`src/rtl/ffpa_pkg.sv`:
```
// Package for the first-fit pool allocator: sizes, command and status codes, states.
// No dependencies.
package ffpa_pkg;
  localparam int MaxSegments = 64;
  localparam int HeaderBytes = 16;
  localparam int PoolReset = 65536;
  localparam int IdxW = $clog2(MaxSegments);
  localparam int CntW = $clog2(MaxSegments + 1);
  localparam int OffW = 21;
  localparam int EntW = 2 * OffW + 1;
  localparam logic [OffW-1:0] PoolLimit = 21'd1048576;
  localparam logic [OffW-1:0] HdrBytes = OffW'(HeaderBytes);

  typedef enum logic {
    CMD_ALLOC = 1'b0, CMD_FREE = 1'b1
  } cmd_e;

  typedef enum logic [1:0] {
    ST_OK = 2'd0, ST_NO_FIT = 2'd1, ST_NOT_FOUND = 2'd2, ST_TABLE_FULL = 2'd3
  } status_e;

  typedef enum logic [3:0] {
    S_IDLE, S_SRCH, S_SRCH_W, S_SHR, S_SHR_W, S_INS, S_FR_NXT, S_FR_NXT_W,
    S_FR_PRV, S_FR_PRV_W, S_SHL, S_SHL_W, S_DONE
  } state_e;

  typedef struct packed {
    logic [OffW-1:0] offset;
    logic [OffW-1:0] size;
    logic            used;
  } seg_t;
endpackage

```
`src/rtl/ffpa_ram.sv`:
```
// Generic single-port-write, single-read RAM with registered read.
// No dependencies.
module ffpa_ram #(
  parameter int Width = 8,
  parameter int Depth = 16
) (
  input  logic                     clk_i,
  input  logic                     we_i,
  input  logic [$clog2(Depth)-1:0] waddr_i,
  input  logic [Width-1:0]         wdata_i,
  input  logic [$clog2(Depth)-1:0] raddr_i,
  output logic [Width-1:0]         rdata_o
);
  logic [Width-1:0] mem [Depth];

  // Write and read, read data registered
  always_ff @(posedge clk_i) begin
    if (we_i) mem[waddr_i] <= wdata_i;
    rdata_o <= mem[raddr_i];
  end
endmodule

```
`src/rtl/first_fit_pool_allocator.sv`:
```
// First-fit pool allocator: a sequencer walks the segment table one entry at a time
// (issue read, use data), with one shared adder. Depends on ffpa_pkg and ffpa_ram.
// One request at a time: s_axis_tready stays low until the result beat is taken.
// Reset (rst_ni low, async) restores a 65536-byte pool of one free segment.
module first_fit_pool_allocator import ffpa_pkg::*; (
  input  logic        clk_i,
  input  logic        rst_ni,
  input  logic        cfg_valid_i,
  output logic        cfg_ready_o,
  input  logic [20:0] cfg_data_i,
  input  logic        s_axis_tvalid,
  output logic        s_axis_tready,
  input  logic [47:0] s_axis_tdata,  // cmd[0], req_bytes[21:1], block_addr[41:22]
  output logic        m_axis_tvalid,
  input  logic        m_axis_tready,
  output logic [23:0] m_axis_tdata   // status[1:0], data_addr[21:2]
);
  state_e          state_q, state_d;
  logic [CntW-1:0] cnt_q, cnt_d;
  logic [CntW-1:0] k_q, k_d, i_q, i_d;
  cmd_e            cmd_q, cmd_d;
  logic [OffW-1:0] req_q, req_d;
  logic [19:0]     blk_q, blk_d;
  status_e         st_q, st_d;
  logic [19:0]     addr_q, addr_d;
  seg_t            cur_q, cur_d;
  seg_t            seg0_q, seg0_d;
  logic            shl_last_q, shl_last_d;
  logic            ovalid_q, ovalid_d;
  logic            r0_q;
  logic            we;
  logic [IdxW-1:0] waddr, raddr;
  seg_t            wdata, rdata;
  logic [EntW-1:0] rraw;
  logic [OffW:0]   need;
  logic [OffW-1:0] sum, clamp;
  logic            in_acc, cfg_acc, fit, hit, last;

  // Entry 0 lives in flip-flops, the rest in the RAM
  ffpa_ram #(.Width(EntW), .Depth(MaxSegments)) u_ram (
    .clk_i, .we_i(we), .waddr_i(waddr), .wdata_i(wdata),
    .raddr_i(raddr), .rdata_o(rraw));
  assign rdata = r0_q ? seg0_q : seg_t'(rraw);

  assign need = {1'b0, req_q} + (OffW+1)'(HeaderBytes);
  assign clamp = (cfg_data_i > PoolLimit) ? PoolLimit : cfg_data_i;
  assign cfg_ready_o = (state_q == S_IDLE);
  assign cfg_acc = cfg_valid_i && cfg_ready_o;
  assign s_axis_tready = (state_q == S_IDLE) && !ovalid_q;
  assign in_acc = s_axis_tvalid && s_axis_tready;
  assign m_axis_tvalid = ovalid_q;
  assign m_axis_tdata = {2'b0, addr_q, st_q};

  // Entry tests on the data just read
  assign fit = !rdata.used && ({1'b0, rdata.size} >= need);
  assign hit = rdata.used &&
               (({1'b0, rdata.offset} + (OffW+1)'(HeaderBytes)) == {2'b0, blk_q});
  assign last = (k_q + CntW'(1)) >= cnt_q;

  // Shared adder: tail offset on insert, merged size otherwise
  always_comb begin
    if (state_q == S_INS) sum = cur_q.offset + cur_q.size - req_q;
    else sum = cur_q.size + rdata.size + HdrBytes;
  end

  // Next state
  always_comb begin
    state_d = state_q;
    unique case (state_q)
      S_IDLE: begin
        if (in_acc) begin
          if (cmd_e'(s_axis_tdata[0]) == CMD_ALLOC)
            state_d = (s_axis_tdata[21:1] == '0) ? S_DONE : S_SRCH;
          else
            state_d = (cnt_q == CntW'(1)) ? S_DONE : S_SRCH;
        end
      end
      S_SRCH:     state_d = S_SRCH_W;
      S_SRCH_W: begin
        if (cmd_q == CMD_ALLOC) begin
          if (fit) state_d = (cnt_q >= CntW'(MaxSegments)) ? S_DONE : S_SHR;
          else if (last) state_d = S_DONE;
          else state_d = S_SRCH;
        end else begin
          if (hit) state_d = S_FR_NXT;
          else if (last) state_d = S_DONE;
          else state_d = S_SRCH;
        end
      end
      S_SHR:      state_d = (i_q > k_q + CntW'(1)) ? S_SHR_W : S_INS;
      S_SHR_W:    state_d = S_SHR;
      S_INS:      state_d = S_DONE;
      S_FR_NXT:   state_d = last ? S_FR_PRV : S_FR_NXT_W;
      S_FR_NXT_W: state_d = rdata.used ? S_FR_PRV : S_SHL;
      S_FR_PRV:   state_d = S_FR_PRV_W;
      S_FR_PRV_W: state_d = rdata.used ? S_DONE : S_SHL;
      S_SHL: begin
        if (i_q + CntW'(1) < cnt_q) state_d = S_SHL_W;
        else state_d = shl_last_q ? S_DONE : S_FR_PRV;
      end
      S_SHL_W:    state_d = S_SHL;
      S_DONE:     state_d = S_IDLE;
      default:    state_d = S_IDLE;
    endcase
  end

  // Datapath and RAM control
  always_comb begin
    cnt_d = cnt_q; k_d = k_q; i_d = i_q; cmd_d = cmd_q; req_d = req_q; blk_d = blk_q;
    st_d = st_q; addr_d = addr_q; cur_d = cur_q; seg0_d = seg0_q;
    shl_last_d = shl_last_q; ovalid_d = ovalid_q;
    we = 1'b0; waddr = '0; wdata = cur_q; raddr = '0;
    if (m_axis_tvalid && m_axis_tready) ovalid_d = 1'b0;
    unique case (state_q)
      // Capture the request and pick the first entry to scan
      S_IDLE: if (in_acc) begin
        cmd_d = cmd_e'(s_axis_tdata[0]);
        req_d = s_axis_tdata[21:1];
        blk_d = s_axis_tdata[41:22];
        st_d = ST_OK; addr_d = '0;
        if (cmd_e'(s_axis_tdata[0]) == CMD_ALLOC) begin
          k_d = '0;
          if (s_axis_tdata[21:1] == '0) st_d = ST_NO_FIT;
        end else begin
          k_d = CntW'(1);
          if (cnt_q == CntW'(1)) st_d = ST_NOT_FOUND;
        end
      end
      S_SRCH: raddr = k_q[IdxW-1:0];
      S_SRCH_W: begin
        cur_d = rdata;
        if (cmd_q == CMD_ALLOC) begin
          if (fit) begin
            if (cnt_q >= CntW'(MaxSegments)) st_d = ST_TABLE_FULL;
            i_d = cnt_q;
          end else if (last) st_d = ST_NO_FIT;
          else k_d = k_q + CntW'(1);
        end else begin
          if (hit) cur_d.used = 1'b0;
          else if (last) st_d = ST_NOT_FOUND;
          else k_d = k_q + CntW'(1);
        end
      end
      // Open a slot at k+1: move entries up, top first
      S_SHR: raddr = IdxW'(i_q - CntW'(1));
      S_SHR_W: begin
        we = 1'b1; waddr = i_q[IdxW-1:0]; wdata = rdata; i_d = i_q - CntW'(1);
      end
      // Carve the used segment from the tail; entry k is written back in S_DONE
      S_INS: begin
        we = 1'b1; waddr = IdxW'(k_q + CntW'(1));
        wdata.offset = sum; wdata.size = req_q; wdata.used = 1'b1;
        cur_d.size = cur_q.size - need[OffW-1:0];
        addr_d = 20'(sum + HdrBytes);
        cnt_d = cnt_q + CntW'(1);
      end
      // Merge with a free next neighbor, then drop it
      S_FR_NXT: raddr = IdxW'(k_q + CntW'(1));
      S_FR_NXT_W: if (!rdata.used) begin
        cur_d.size = sum; i_d = k_q + CntW'(1); shl_last_d = 1'b0;
      end
      // Merge into a free previous neighbor, then drop entry k
      S_FR_PRV: raddr = IdxW'(k_q - CntW'(1));
      S_FR_PRV_W: if (!rdata.used) begin
        cur_d = rdata; cur_d.size = sum;
        i_d = k_q; k_d = k_q - CntW'(1); shl_last_d = 1'b1;
      end
      // Close the gap at i: move entries down
      S_SHL: begin
        raddr = IdxW'(i_q + CntW'(1));
        if (i_q + CntW'(1) >= cnt_q) cnt_d = cnt_q - CntW'(1);
      end
      S_SHL_W: begin
        we = 1'b1; waddr = i_q[IdxW-1:0]; wdata = rdata; i_d = i_q + CntW'(1);
      end
      // Write back entry k and present the result
      S_DONE: begin
        ovalid_d = 1'b1;
        if (st_q == ST_OK) begin
          if (k_q == '0) seg0_d = cur_q;
          else begin we = 1'b1; waddr = k_q[IdxW-1:0]; wdata = cur_q; end
        end
      end
      default: ;
    endcase
    // Reinitialize the table on a pool size write
    if (cfg_acc) begin
      cnt_d = CntW'(1);
      seg0_d.offset = '0; seg0_d.used = 1'b0;
      seg0_d.size = (clamp > HdrBytes) ? clamp - HdrBytes : '0;
    end
  end

  always_ff @(posedge clk_i or negedge rst_ni) begin
    if (!rst_ni) begin
      state_q <= S_IDLE; cnt_q <= CntW'(1); ovalid_q <= 1'b0; r0_q <= 1'b0;
      seg0_q <= '{offset: '0, size: OffW'(PoolReset - HeaderBytes), used: 1'b0};
    end else begin
      state_q <= state_d; cnt_q <= cnt_d; ovalid_q <= ovalid_d; seg0_q <= seg0_d;
      r0_q <= (raddr == '0);
    end
  end

  always_ff @(posedge clk_i) begin
    k_q <= k_d; i_q <= i_d; cmd_q <= cmd_d; req_q <= req_d; blk_q <= blk_d;
    st_q <= st_d; addr_q <= addr_d; cur_q <= cur_d; shl_last_q <= shl_last_d;
  end
endmodule

```
`config.mk`:
```
export PLATFORM = sky130hd
export DESIGN_NAME = first_fit_pool_allocator
export DESIGN_NICKNAME = d
export VERILOG_FILES = /design/src/rtl/ffpa_pkg.sv /design/src/rtl/ffpa_ram.sv /design/src/rtl/first_fit_pool_allocator.sv
export SDC_FILE = /design/constraint.sdc
export NUM_CORES = 2
export LEC_CHECK = 0
export BUFFER_PORTS_ARGS = -buffer_cell sky130_fd_sc_hd__buf_4
export CAP_MARGIN = 20
export CORE_MARGIN = 2
export CORE_UTILIZATION = 35
export DETAILED_ROUTE_END_ITERATION = 10
export PLACE_DENSITY_LB_ADDON = 0.1
export SLEW_MARGIN = 40
export SYNTH_ARGS = -nofsm -noshare
export SYNTH_HDL_FRONTEND = slang
export SYNTH_HIERARCHICAL = 1
export SYNTH_SLANG_ARGS = --single-unit
```
`constraint.sdc`:
```
create_clock -name clk_i -period 14.3 [get_ports clk_i]
set_input_delay 1.43 -clock clk_i [delete_from_list [all_inputs] [get_ports clk_i]]
set_output_delay 1.43 -clock clk_i [all_outputs]
set_load 0.02 [all_outputs]
```
==> metrics.md <==
| Metric | Value |
|---|---|
| Max cap viols | `0` |
| P_leak | `44.1 nW` |
| H-tree depth reported by CTS | `5` |
| Crit-path max FO | `46` |
| Clk sink count | `2973` |
| Arr. time, crit path | `7.12 ns` |
| Total track usage | `21.2%` |
| Worst Reg-to-Reg Cells | `11` |
| Post-DP HPWL | `216000 um` |
| RSZ-0062 raised after global routing | `false` |
| Reg-to-Reg Start | `i_q[0]` |
| CTS tree | `built` |
| TritonCTS Buffers | `331` |
| Synth area leader | `edfxtp_1` |
| Pwr dens | `252 nW/um^2` |
| Post-synth EDFFs | `2874` |
| Worst path depth | `11` |
| VDD IR-drop max | `0.204 mV` |
| Avg WL per Cell | `32.8 um` |
| Critical R2R Capture | `u_ram/rdata_o[28]` |
| Clock Skew | `0.0669 ns` |
| Endpoints failing setup | `0` |
| R2R Setup Slk | `7.97 ns` |
| Post-route setup TNS | `0 ns` |
| Synthesis Warnings | `6` |
| Max incr delay on CP | `0.70 ns` |
| Routed vias/inst | `5.56` |
| Gr ovfl total | `0` |
| Vias | `63600` |
| Achievable Freq | `158 MHz` |
| WS Path Type | `reg2reg` |
| Final Cycle Share | `44.3%` |
| Site Rows | `216` |
| Clk buf depth | `4` |
| Routed Wire Length | `375000 um` |
| Hold Crit Class | `reg2reg` |
| Asr flop ratio synth | `1.88%` |
| Starting Density | `35.1%` |
| Hold WS | `0.499 ns` |
| Setup repair bufs after CTS | `0` |
| DRC | `0` |
| Worst Setup Slack, final | `7.97 ns` |
| Fin crit period | `6.33 ns` |
| First-pass GRT wire length | `520000 um` |
| CP delay by family, top | `buffers and inverters` |
| Worst setup endpoint | `u_ram/rdata_o[28]` |
| Fill count | `30800` |
| Average size of a mapped cell | `19.4 um^2` |
| Power Total | `0.0353 W` |
| Tightest Pin Transition | `1.03 ns` |
| CP Launch Type | `flip-flop` |
| Core region area | `346000 um^2` |
| Distinct cells, synth | `102` |
| Worst EP required | `15.09 ns` |
| I/O Buffers | `92` |
| Vias in the first global route | `65100` |
| Max-slew violations | `0` |
| Layout cells sized above 1 | `26.0%` |
| ANT nets after route | `0` |
| Slowest cell on the critical path | `buf_4` |
| #FFs+latches synth | `2973` |
| Largest cells by area after synthesis | `edfxtp_1, mux4_2, ha_1, nor2_1, mux2i_1` |
| Hold Violations, Final | `0` |
| Critical path cell sequence | `inv_1 > ha_1 > o211ai_1 > buf_2 > buf_4 > buf_4 > buf_4 > mux4_2 > mux4_2 > o22ai_2 > nor2_1` |
| Antenna violations before repair | `18` |
| Die Ht | `593 um` |
| Mapped Area | `121000 um^2` |
| Largest net degree at the start of global routing | `95` |
| Sequential share of the synthesized area | `73.0%` |
| Worst-Skew Late Latency | `0.93 ns` |
| Worst slack at placement | `8.05 ns` |
| Status | `finished, final reports clean` |
| Net count reported at finish | `6819` |
| Synth top area share | `71.1%` |
| Detailed-router iteration count before antenna repair | `6` |
| Clk root buf | `clkbuf_16` |
| Area growth syn-to-layout | `15.4%` |
| DR iter-0 viols | `6709` |
| Io pins | `101` |
| Rel. slew slack | `31.5%` |
| WP buf/inv | `5` |
| Gp weighted congestion | `0.882` |
| Clk slew on worst S/H paths | `0.06 ns` |
| Synthesized instance count | `6253` |
| Most frequent CP cell | `buf_4` |
| Die ar. | `351000 um^2` |
| Hold buffers post-CTS | `0` |
| Main synth FF type | `edfxtp_1` |
| Die W | `593 um` |
| Cts repair resizes | `0` |
| Crit end category | `flip-flop` |
| Crit. Startpoint | `i_q[0]` |
cell usage after synthesis (73+ instances only):
library cell,count
xnor2_1,81
buf_2,94
nand2_1,177
ha_1,134
mux4_2,726
mux2i_1,113
mux2_2,73
a21oi_1,175
o21ai_0,147
nor2_1,308
inv_1,159
edfxtp_1,2874
nand3_1,74
o22ai_1,164
clkbuf_1,151
area by class of cell:
class / instances / area (um^2) / area share, %
diodes: 5 / 12.5 / 0.00893
clock buffers: 446 / 9060 / 6.47
clock inverters: 148 / 1410 / 1.00
inverters: 159 / 599 / 0.428
multi-input cells: 2802 / 31500 / 22.5
flip-flops and latches: 2973 / 88600 / 63.2
well taps: 4578 / 5730 / 4.09
repair buffers: 322 / 3210 / 2.29
cell families (layout without fill, tap and decap cells):
logic type               after synthesis  in the layout  share of synthesized area, %
AND/OR/NAND/NOR                      828            828                          3.23
flip-flops                          2973           2973                          73.0
adder cells (fa/ha/maj)              158            158                          1.76
AO/OA/AOI/OAI                        770            770                          4.20
multiplexers                         918            918                          15.2
buffers and inverters                479           1075                          1.74
XOR/XNOR                             126            126                         0.916
other                                  1              7                       0.00309
power breakdown:
| group | total (W) | leakage, nW | internal, W | switching [W] |
|---|---|---|---|---|
| Combinational | 0.0149 | 12.0 | 0.00530 | 0.00960 |
| Clock | 0.00832 | 5.12 | 0.00483 | 0.00349 |
| Sequential | 0.0121 | 27.0 | 0.0117 | 0.000393 |
| Total | 0.0353 | 44.1 | 0.0218 | 0.0135 |
sequential cells by signal, summed over array words and instances, names as in the netlist, 2 cells and up:
register       flops
i_q                7
u_ram/mem       2752
state_q            4
st_q               2
u_ram/rdata_o     43
k_q                7
addr_q            20
blk_q             20
req_q             21
seg0_q            43
cnt_q              7
cur_q             43
worst min-delay path, delay by kind of cell (launching register included):
kind,cells,cell delay [ns]
AND/OR/NAND/NOR,1,0.09
AO/OA/AOI/OAI,1,0.04
flip-flops,1,0.37
stage by stage:
step	std cells	util [%]	instance area [um^2]
floorplan	6254	-	121000
global placement	10800	37.2	129000
detailed placement	10800	37.3	129000
CTS	11400	40.4	140000
global route	11400	40.5	140000
finish	11400	40.5	140000
cells in the final DEF, fill, tap and decap left out, drive strengths merged, types with 115 or more instances in the layout:
master and n:
nand2 178, inv 168, mux4 726, mux2i 119, o21ai 154, nor2 308, a21oi 176, edfxtp 2874
buf 321, ha 134, clkinv 115, o22ai 164, clkbuf 447
how the worst min path moves through the flow:
stage / from / endpoint / cells after the start
after CTS: rst_ni / state_q[1] / 1
after global placement: seg0_q[22] / seg0_q[22] / 2
after floorplan: cur_q[0] / seg0_q[0] / 2
after detailed placement: seg0_q[9] / seg0_q[9] / 2
after global routing: seg0_q[9] / seg0_q[9] / 2
final: seg0_q[9] / seg0_q[9] / 2
per-layer routing:
metal	vias up	GRT usage, %	wire length (um)
li1	26400	-	-
met1	34900	29.6	164000
met2	1789	35.3	183000
met3	451	2.51	19200
met4	0	5.28	9400
met5	-	0	0
Note: power is estimated with default switching activity, not from simulation.
